## src/sst_pkg.sv

```systemverilog
// Package: shared types and constants for the sorted score table.
`timescale 1ns / 1ps
`default_nettype none
package sst_pkg;
	localparam int Capacity = 16;
	localparam int IdxW = $clog2(Capacity);
	localparam int CntW = $clog2(Capacity + 1);

	typedef enum logic [2:0] {
		REQ_INSERT = 3'd0,
		REQ_LOOKUP = 3'd1,
		REQ_UPDATE = 3'd2,
		REQ_REMOVE = 3'd3,
		REQ_PURGE  = 3'd4,
		REQ_LISTA  = 3'd5,
		REQ_LISTD  = 3'd6,
		REQ_NONE   = 3'd7
	} req_t;

	typedef enum logic [1:0] {
		ST_OK        = 2'd0,
		ST_NOT_FOUND = 2'd1,
		ST_FULL      = 2'd2,
		ST_EMPTY     = 2'd3
	} status_t;

	typedef struct packed {
		logic [2:0]  req_type;
		logic [15:0] key;
		logic [15:0] score;
		logic [15:0] threshold;
	} req_beat_t;

	typedef struct packed {
		logic [1:0]  status;
		logic [15:0] out_key;
		logic [15:0] out_score;
		logic [4:0]  removed_count;
		logic        last;
	} rsp_beat_t;
endpackage
`default_nettype wire

```

## src/sst_stream_if.sv

```systemverilog
// Interface: valid/ready stream channel carrying one beat type.
`timescale 1ns / 1ps
`default_nettype none
interface sst_req_if;
	logic                  valid;
	logic                  ready;
	sst_pkg::req_beat_t    data;
	modport source (output valid, output data, input ready);
	modport sink (input valid, input data, output ready);
endinterface

interface sst_rsp_if;
	logic                  valid;
	logic                  ready;
	sst_pkg::rsp_beat_t    data;
	modport source (output valid, output data, input ready);
	modport sink (input valid, input data, output ready);
endinterface
`default_nettype wire

```

## src/sorted_score_table_top.sv

```systemverilog
// Top level: sequenced sorted score table.
//
// Usage: requests enter on req (valid/ready), one beat per request. Results
// leave on rsp, one beat per result; list requests give one beat per entry
// with last set on the final one, all others give a single beat. req_type 7
// gives no result.
// Operation: a request walks the table one slot per cycle, comparing or
// moving one slot at a time. Insert finds its position, then opens a hole
// from the top; remove closes the gap; an update whose entry has to move
// removes it and inserts it anew. Purge drops the lowest entry, closes the
// gap and checks again. List gives one beat per cycle while rsp is not
// stalled.
// The block takes one request at a time; req.ready is low while it works
// and while a result beat is still waiting.
// Reset clears the entry count; storage is not cleared and only entries
// below the count are ever read, so no clearing pass is needed.
// When the receiver stalls rsp, the result register holds and the
// sequencer waits; nothing is lost.
`timescale 1ns / 1ps
`default_nettype none
module sorted_score_table_top (
	input  wire logic clk,
	input  wire logic arst_n,
	sst_req_if.sink   req,
	sst_rsp_if.source rsp
);
	typedef enum logic [3:0] {
		S_IDLE, S_FIND, S_SHIFTL, S_INSPOS, S_SHIFTR, S_PURGE, S_LIST, S_OUT
	} state_t;

	state_t state_q;
	logic [15:0] key_q [sst_pkg::Capacity];
	logic [15:0] score_q [sst_pkg::Capacity];
	logic [sst_pkg::CntW-1:0] count_q;
	logic [sst_pkg::CntW-1:0] idx_q;   // scan index
	logic [sst_pkg::CntW-1:0] pos_q;   // target position
	logic [sst_pkg::CntW-1:0] n_q;
	sst_pkg::req_beat_t r_q;
	sst_pkg::rsp_beat_t o_q;
	logic ovalid_q;
	logic reins_q;   // after shifting left, reinsert the entry
	logic [sst_pkg::IdxW-1:0] ix;
	logic [sst_pkg::IdxW-1:0] ixm;
	logic [sst_pkg::IdxW-1:0] px;
	logic emit_w;
	logic full_ins_w;
	logic empty_req_w;

	assign ix  = idx_q[sst_pkg::IdxW-1:0];
	assign ixm = ix - 1'b1;
	assign px  = pos_q[sst_pkg::IdxW-1:0];

	// Load a result beat when the result register is free or drains now.
	assign emit_w = (state_q == S_LIST || state_q == S_OUT) && (!ovalid_q || rsp.ready);
	assign full_ins_w = (req.data.req_type == sst_pkg::REQ_INSERT)
		&& (count_q == sst_pkg::CntW'(sst_pkg::Capacity));
	assign empty_req_w = (req.data.req_type != sst_pkg::REQ_INSERT) && (count_q == '0);

	assign req.ready = (state_q == S_IDLE) && !ovalid_q;
	assign rsp.valid = ovalid_q;
	assign rsp.data  = o_q;

	// Sequencer: one slot compare or one slot move per cycle.
	always_ff @(posedge clk or negedge arst_n) begin
		if (!arst_n) begin
			state_q  <= S_IDLE;
			count_q  <= '0;
			ovalid_q <= 1'b0;
			idx_q    <= '0;
			pos_q    <= '0;
			n_q      <= '0;
			reins_q  <= 1'b0;
		end else begin
			if (ovalid_q && rsp.ready && !emit_w) ovalid_q <= 1'b0;
			case (state_q)
				S_IDLE: begin
					if (req.valid && req.ready) begin
						r_q   <= req.data;
						idx_q <= '0;
						n_q   <= '0;
						reins_q <= 1'b0;
						o_q   <= '{status: full_ins_w ? sst_pkg::ST_FULL :
							(empty_req_w ? sst_pkg::ST_EMPTY : sst_pkg::ST_OK),
							out_key: full_ins_w ? req.data.key : 16'd0,
							out_score: full_ins_w ? req.data.score : 16'd0,
							removed_count: 5'd0, last: 1'b1};
						if (req.data.req_type == sst_pkg::REQ_NONE) begin
							state_q <= S_IDLE;
						end else if (req.data.req_type == sst_pkg::REQ_INSERT) begin
							if (full_ins_w) state_q <= S_OUT;
							else state_q <= S_INSPOS;
						end else if (empty_req_w) begin
							state_q <= S_OUT;
						end else if (req.data.req_type == sst_pkg::REQ_PURGE)
							state_q <= S_PURGE;
						else if (req.data.req_type == sst_pkg::REQ_LISTA
							|| req.data.req_type == sst_pkg::REQ_LISTD)
							state_q <= S_LIST;
						else state_q <= S_FIND;
					end
				end
				S_FIND: begin
					if (idx_q == count_q) begin
						o_q.status  <= sst_pkg::ST_NOT_FOUND;
						o_q.out_key <= r_q.key;
						state_q <= S_OUT;
					end else if (key_q[ix] == r_q.key) begin
						o_q.out_key <= r_q.key;
						if (r_q.req_type == sst_pkg::REQ_LOOKUP) begin
							o_q.out_score <= score_q[ix];
							state_q <= S_OUT;
						end else if (r_q.req_type == sst_pkg::REQ_REMOVE) begin
							o_q.out_score <= score_q[ix];
							pos_q <= idx_q;
							state_q <= S_SHIFTL;
						end else begin
							o_q.out_score <= r_q.score;
							if ((idx_q != '0 && r_q.score < score_q[ixm]) ||
								(idx_q + 1'b1 < count_q &&
								r_q.score > score_q[ix + 1'b1])) begin
								pos_q <= idx_q;
								reins_q <= 1'b1;
								state_q <= S_SHIFTL;
							end else begin
								score_q[ix] <= r_q.score;
								state_q <= S_OUT;
							end
						end
					end else idx_q <= idx_q + 1'b1;
				end
				// Close the gap at pos_q one slot per cycle.
				S_SHIFTL: begin
					if (pos_q + 1'b1 < count_q) begin
						key_q[px]   <= key_q[px + 1'b1];
						score_q[px] <= score_q[px + 1'b1];
						pos_q <= pos_q + 1'b1;
					end else begin
						count_q <= count_q - 1'b1;
						idx_q <= '0;
						// a purge step returns to the purge check
						if (reins_q) state_q <= S_INSPOS;
						else if (r_q.req_type == sst_pkg::REQ_PURGE) state_q <= S_PURGE;
						else state_q <= S_OUT;
					end
				end
				// Find the first slot whose score is at least the new one.
				S_INSPOS: begin
					if (idx_q < count_q && score_q[ix] < r_q.score)
						idx_q <= idx_q + 1'b1;
					else begin
						pos_q <= count_q;
						state_q <= S_SHIFTR;
					end
				end
				// Open a hole at idx_q, moving one slot per cycle from the top.
				S_SHIFTR: begin
					if (pos_q > idx_q) begin
						key_q[px]   <= key_q[px - 1'b1];
						score_q[px] <= score_q[px - 1'b1];
						pos_q <= pos_q - 1'b1;
					end else begin
						key_q[px]   <= r_q.key;
						score_q[px] <= r_q.score;
						count_q <= count_q + 1'b1;
						o_q.out_key   <= r_q.key;
						o_q.out_score <= r_q.score;
						state_q <= S_OUT;
					end
				end
				// Drop the lowest entry while it is below the threshold.
				S_PURGE: begin
					if (count_q != '0 && score_q[0] < r_q.threshold) begin
						n_q <= n_q + 1'b1;
						pos_q <= '0;
						idx_q <= '0;
						state_q <= S_SHIFTL;
					end else begin
						o_q.removed_count <= 5'(n_q);
						state_q <= S_OUT;
					end
				end
				// Emit one entry per beat.
				S_LIST: begin
					if (emit_w) begin
						ovalid_q <= 1'b1;
						o_q.status <= sst_pkg::ST_OK;
						if (r_q.req_type == sst_pkg::REQ_LISTA) begin
							o_q.out_key   <= key_q[ix];
							o_q.out_score <= score_q[ix];
						end else begin
							o_q.out_key   <= key_q[sst_pkg::IdxW'(count_q - 1'b1 - idx_q)];
							o_q.out_score <= score_q[sst_pkg::IdxW'(count_q - 1'b1 - idx_q)];
						end
						o_q.last <= (idx_q + 1'b1 == count_q);
						idx_q <= idx_q + 1'b1;
						if (idx_q + 1'b1 == count_q) state_q <= S_IDLE;
					end
				end
				S_OUT: begin
					if (emit_w) begin
						ovalid_q <= 1'b1;
						state_q <= S_IDLE;
					end
				end
				default: state_q <= S_IDLE;
			endcase
		end
	end

	// Checks on the sequencer.
	a_count_bound: assert property (@(posedge clk) disable iff (!arst_n)
		count_q <= sst_pkg::CntW'(sst_pkg::Capacity))
		else $error("entry count beyond capacity");
	a_busy: assert property (@(posedge clk) disable iff (!arst_n)
		(req.valid && req.ready) |=> !req.ready ||
		$past(req.data.req_type) == sst_pkg::REQ_NONE)
		else $error("accepted request without going busy");
	a_hold: assert property (@(posedge clk) disable iff (!arst_n)
		(rsp.valid && !rsp.ready) |=> rsp.valid && $stable(rsp.data))
		else $error("stalled result changed");
endmodule
`default_nettype wire
```

## src/flat_wrapper.sv

```systemverilog
// flat-port wrapper written by rule: the top's interface ports become plain ports
module sorted_score_table_top_flat 
  (clk, arst_n, req_valid, req_data, req_ready, rsp_valid, rsp_data, rsp_ready);
  sst_req_if req_i ();
  sst_rsp_if rsp_i ();
  input  wire logic clk;
  input  wire logic arst_n;
  input wire logic [$bits(req_i.valid)-1:0] req_valid;
  input wire logic [$bits(req_i.data)-1:0] req_data;
  output wire logic [$bits(req_i.ready)-1:0] req_ready;
  output wire logic [$bits(rsp_i.valid)-1:0] rsp_valid;
  output wire logic [$bits(rsp_i.data)-1:0] rsp_data;
  input wire logic [$bits(rsp_i.ready)-1:0] rsp_ready;
  assign req_i.valid = req_valid;
  assign req_i.data = req_data;
  assign req_ready = req_i.ready;
  assign rsp_valid = rsp_i.valid;
  assign rsp_data = rsp_i.data;
  assign rsp_i.ready = rsp_ready;
  sorted_score_table_top u_core (.clk(clk), .arst_n(arst_n), .req(req_i), .rsp(rsp_i));
endmodule
```

## config.mk

```make
export PLATFORM = sky130hd
export DESIGN_NAME = sorted_score_table_top_flat
export DESIGN_NICKNAME = d
export VERILOG_FILES = /design/src/sst_pkg.sv /design/src/sst_stream_if.sv /design/src/sorted_score_table_top.sv /design/src/flat_wrapper.sv
export SDC_FILE = /design/constraint.sdc
export NUM_CORES = 2
export LEC_CHECK = 0
export BUFFER_PORTS_ARGS = -buffer_cell sky130_fd_sc_hd__buf_2
export CORE_MARGIN = 4
export CORE_UTILIZATION = 28
export CTS_CLUSTER_DIAMETER = 120
export CTS_CLUSTER_SIZE = 12
export DETAILED_ROUTE_END_ITERATION = 7
export PLACE_DENSITY = 0.5
export SLEW_MARGIN = 25
export SYNTH_ARGS = -nofsm -noshare
export SYNTH_HDL_FRONTEND = slang
export SYNTH_SLANG_ARGS = --single-unit
export TNS_END_PERCENT = 1
```

## constraint.sdc

```tcl
create_clock -name clk -period 9.1 [get_ports clk]
set_clock_uncertainty 0.2 [all_clocks]
set_input_delay 1.82 -clock clk [delete_from_list [all_inputs] [get_ports clk]]
set_output_delay 1.82 -clock clk [all_outputs]
set_load 0.005 [all_outputs]
```

==> run_results.csv <==
group,metric,value,unit
status,status,"complete, no violations",
finish,drive_gt1_share,39.8,%
route,wirelength,158000,um
setup_path,r2r_setup_slack,1.25,ns
cts,root_buffer,"clkbuf_16",
grt,grt_pass1_wl,227000,um
cts,clock_latency,0.65,ns
cts,clock_path_buffers,3,
cts,clkTransAtPathRegs,0.07,ns
synthesis,avgSynthCellArea,16.0,um2
cts,cts_setup_buffers,0,
grt,grt_pass1_vias,29304,
finish,nNetsFinal,2909,
timing,rsz0062_at_grt,"no",
grt,grt_max_degree,139,
synthesis,synth_ff_type,"edfxtp_1",
finish,fin_area,48800,um2
synthesis,synth_warnings,0,
finish,areaGrowthSynthToFinish,11.1,%
synthesis,synth_top_area_share,41.2,%
floorplan,initial_core_util,28.1,%
setup_path,max_stage_delay,1.00,ns
timing,slew_headroom,20.8,%
cts,htree_levels,2,
synthesis,synth_seq_cells,628,
floorplan,die_w,404,um
cts,cts_tree,"built",
grt,grt_antenna_before_repair,7,
placement,post_dp_cell_area,47200,um2
synthesis,syn_nets,2888,
synthesis,synth_area_leaders,"edfxtp_1 (41%), mux4_2 (38%), ha_1 (2.6%)",
setup_path,r2r_cells,16,
floorplan,die-height,404,um
synthesis,synth.distinct_cells,81,
timing,finalSetupViolations,0,
setup_path,crit_fanout,63,
timing,finalCritPeriodShare,86.2,%
floorplan,io_pins,97,
timing,tightest_slew,1.19,ns
setup_path,crit_path_start_kind,"flop",
route,drt_iter0_drc,3846,
floorplan,core.rowCount,145,
grt,gr-total-overflow,0,
placement,dp_hpwl,101000,um
setup_path,critical_path_class,"flop to flop",
power,peakVddDrop,0.00100,V
cts,cts.sinks,628,
synthesis,synth_cells,2739,
setup_path,slowest_stage,"ha_4",
timing,slew_viol_final,0,
placement,port_buffers,96,
synthesis,syn-cell-area,44000,um2
worst_hold_path,hp-class,"flop to flop",
setup_path,rr_startpoint,"u_core.idx_q[1]$_DFFE_PN0P_",
floorplan,dieArea,163000,um2
setup_path,crit_required,9.23,ns
setup_path,crit_chain,"inv_1 > ha_4 > buf_4 > mux4_2 > mux4_2 > inv_1 > ha_1 > nand4_1 > nor4_1 > a21boi_0 > nand4_1 > a21oi_1 > and2_1 > a41oi_1 > nor2_2 > buf_4",
setup_path,endpoint_kind,"flop",
route,ant_nets,0,
timing,layout_min_cycle_time,7.85,ns
synthesis,synthArstFlopShare,3.98,%
worst_hold_path,holdCritStartpoint,"u_core.n_q[4]$_DFFE_PN0P_",
grt,grt_use_total,19.0,%
route,drt_first_pass_iters,5,
synthesis,synth-edff-count,603,
timing,hold_violations,0,
route,via_per_inst,6.20,
floorplan,core_area,156000,um2
worst_hold_path,hold_path_end,"u_core.n_q[4]$_DFFE_PN0P_",
cts,cts.repair.resized,0,
setup_path,rr_endpoint,"u_core.score_q[5][10]$_DFFE_PP_",
setup_path,worstPathArrival,7.97,ns
worst_hold_path,worstHoldPathCells,2,
power,p_per_area,406,nW/um2
power,p_leak,15.5,nW
timing,clock.fmax,127,MHz
cts,cts_buffers,58,
route,vias,29977,
route,drt_drc_violations_left,0,
placement,place_congestion,0.826,
cts,ctsHoldBuffers,0,
route,wl_per_cell,32.7,um
flow_run,cap_viol_max_count,0,
timing,fin_tns_setup,0,ns
synthesis,seq_area_frac_synth,42.6,%
synthesis,yosysTopAreaCell,"edfxtp_1",
[sequential cells by signal, indices dropped and copies added, names as in the netlist]
| name | cells |
|---|---|
| u_core.count_q | 5 |
| u_core.idx_q | 5 |
| u_core.key_q | 256 |
| u_core.n_q | 5 |
| u_core.pos_q | 5 |
| u_core.r_q | 51 |
| u_core.reins_q | 1 |
| u_core.rsp.data | 40 |
| u_core.rsp.valid | 1 |
| u_core.score_q | 256 |
| u_core.state_q | 3 |
[through the flow]
step | total power, mW | utilization (%) | instances | setup WS, ns | hold WS (ns)
5_1_grt | 20.8 | 31.2 | 4832 | 1.04 | 0.366
3_5_place_dp | 17.6 | 30.2 | 4757 | 1.41 | 0.339
4_1_cts | 19.9 | 31.2 | 4831 | 1.41 | 0.351
3_3_place_gp | 17.5 | 30.2 | 4755 | 1.73 | 0.317
2_1_floorplan | 13.4 | - | 2739 | 2.59 | 0.286
6_report | 19.8 | 31.3 | 4835 | 1.25 | 0.350
[Yosys cell counts (all sizes together) (4+ instances only)]
library cell,instances
a211oi,18
a21o,16
a21oi,105
a221oi,14
a222oi,4
a22oi,42
a311oi,6
a31oi,12
and2,25
and3,14
buf,82
clkbuf,150
dfrtp,25
edfxtp,603
ha,93
inv,75
mux2,25
mux2i,116
mux4,738
nand2,173
nand2b,7
nand3,38
nand3b,7
nand4,15
nor2,81
nor2b,10
nor3,26
nor3b,6
nor4,6
o211ai,7
o21a,5
o21ai,98
o31ai,5
xnor2,32
xor2,12
[final cells by class]
class,count,area (um2)
Antenna cell,3,7.51
Timing Repair Buffer,193,1310
Sequential cell,628,18700
Inverter,75,282
Tap cell,2058,2570
Clock buffer,71,1520
Multi-Input combinational cell,1804,24400
Clock inverter,3,21.3
Fill cell,15115,107000
[cell families after synthesis]
| kind of cell | after synthesis | synth area share [%] |
|---|---|---|
| AOI/OAI and AO/OA | 364 | 5.26 |
| buffers and inverters | 307 | 2.87 |
| DFF | 628 | 42.6 |
| muxes | 879 | 41.1 |
| xor gates and xnor gates | 44 | 0.877 |
| adders and majority gates | 95 | 2.72 |
| and+or+nand+nor | 422 | 4.53 |
[how the worst max path moves through the flow]
| stage | cells past startpoint | end | startpoint |
|---|---|---|---|
| floorplan | 23 | u_core.score_q[13][0]$_DFFE_PP_ | u_core.idx_q[1]$_DFFE_PN0P_ |
| global placement | 15 | u_core.score_q[13][5]$_DFFE_PP_ | u_core.idx_q[1]$_DFFE_PN0P_ |
| detailed placement | 16 | u_core.score_q[11][1]$_DFFE_PP_ | u_core.idx_q[1]$_DFFE_PN0P_ |
| CTS | 16 | u_core.score_q[5][10]$_DFFE_PP_ | u_core.idx_q[1]$_DFFE_PN0P_ |
| global route | 16 | u_core.score_q[5][10]$_DFFE_PP_ | u_core.idx_q[1]$_DFFE_PN0P_ |
| finish | 16 | u_core.score_q[5][10]$_DFFE_PP_ | u_core.idx_q[1]$_DFFE_PN0P_ |
[layer usage]
layer  wire length (um)  vias to the layer above  GRT usage, %
met3              14500                      310          3.69
li1                   -                    11791             -
met1              64400                    16005          26.7
met2              72600                     1871          29.2
met4               6670                        0          7.01
met5                  0                        -             0
[placed cells by master, fill, tap and decap left out, types with 8 or more instances in the layout]
master,netlist,final
mux4_2,737,737
edfxtp_1,603,603
nand2_1,172,172
mux2i_1,115,115
buf_2,37,97
a21oi_1,105,90
ha_1,93,90
buf_4,4,88
o21ai_0,95,79
inv_1,71,71
nor2_1,81,64
clkbuf_16,0,59
a22oi_1,42,42
nand3_1,38,36
nor3_1,26,26
xnor2_1,32,24
and2_1,25,24
mux2_2,22,22
dfrtp_1,25,20
a211oi_1,17,17
a21o_1,16,16
o21ai_2,0,15
a21oi_2,0,15
nand4_1,15,15
and3_1,14,14
a221oi_1,14,14
nor2_2,0,12
clkbuf_1,150,12
a31oi_1,12,11
xor2_1,12,9
nor2b_1,10,9
xnor2_2,0,8
[worst max-delay path, delay by kind of cell, from the launching register on]
kind            cells  cell delay [ns]
flops               1             0.74
compound gates      3             1.22
fa+ha+maj           2             1.13
buf+inv             4             1.26
simple gates        5             2.01
mux                 2             0.86
[power breakdown]
group          internal (mW)  total [mW]  switching (mW)
logic                   6.03        13.1            7.12
registers               4.12        4.41           0.291
clock network           1.16        2.27            1.11
total                   11.3        19.8            8.52
(Power assumes the default switching activity.)
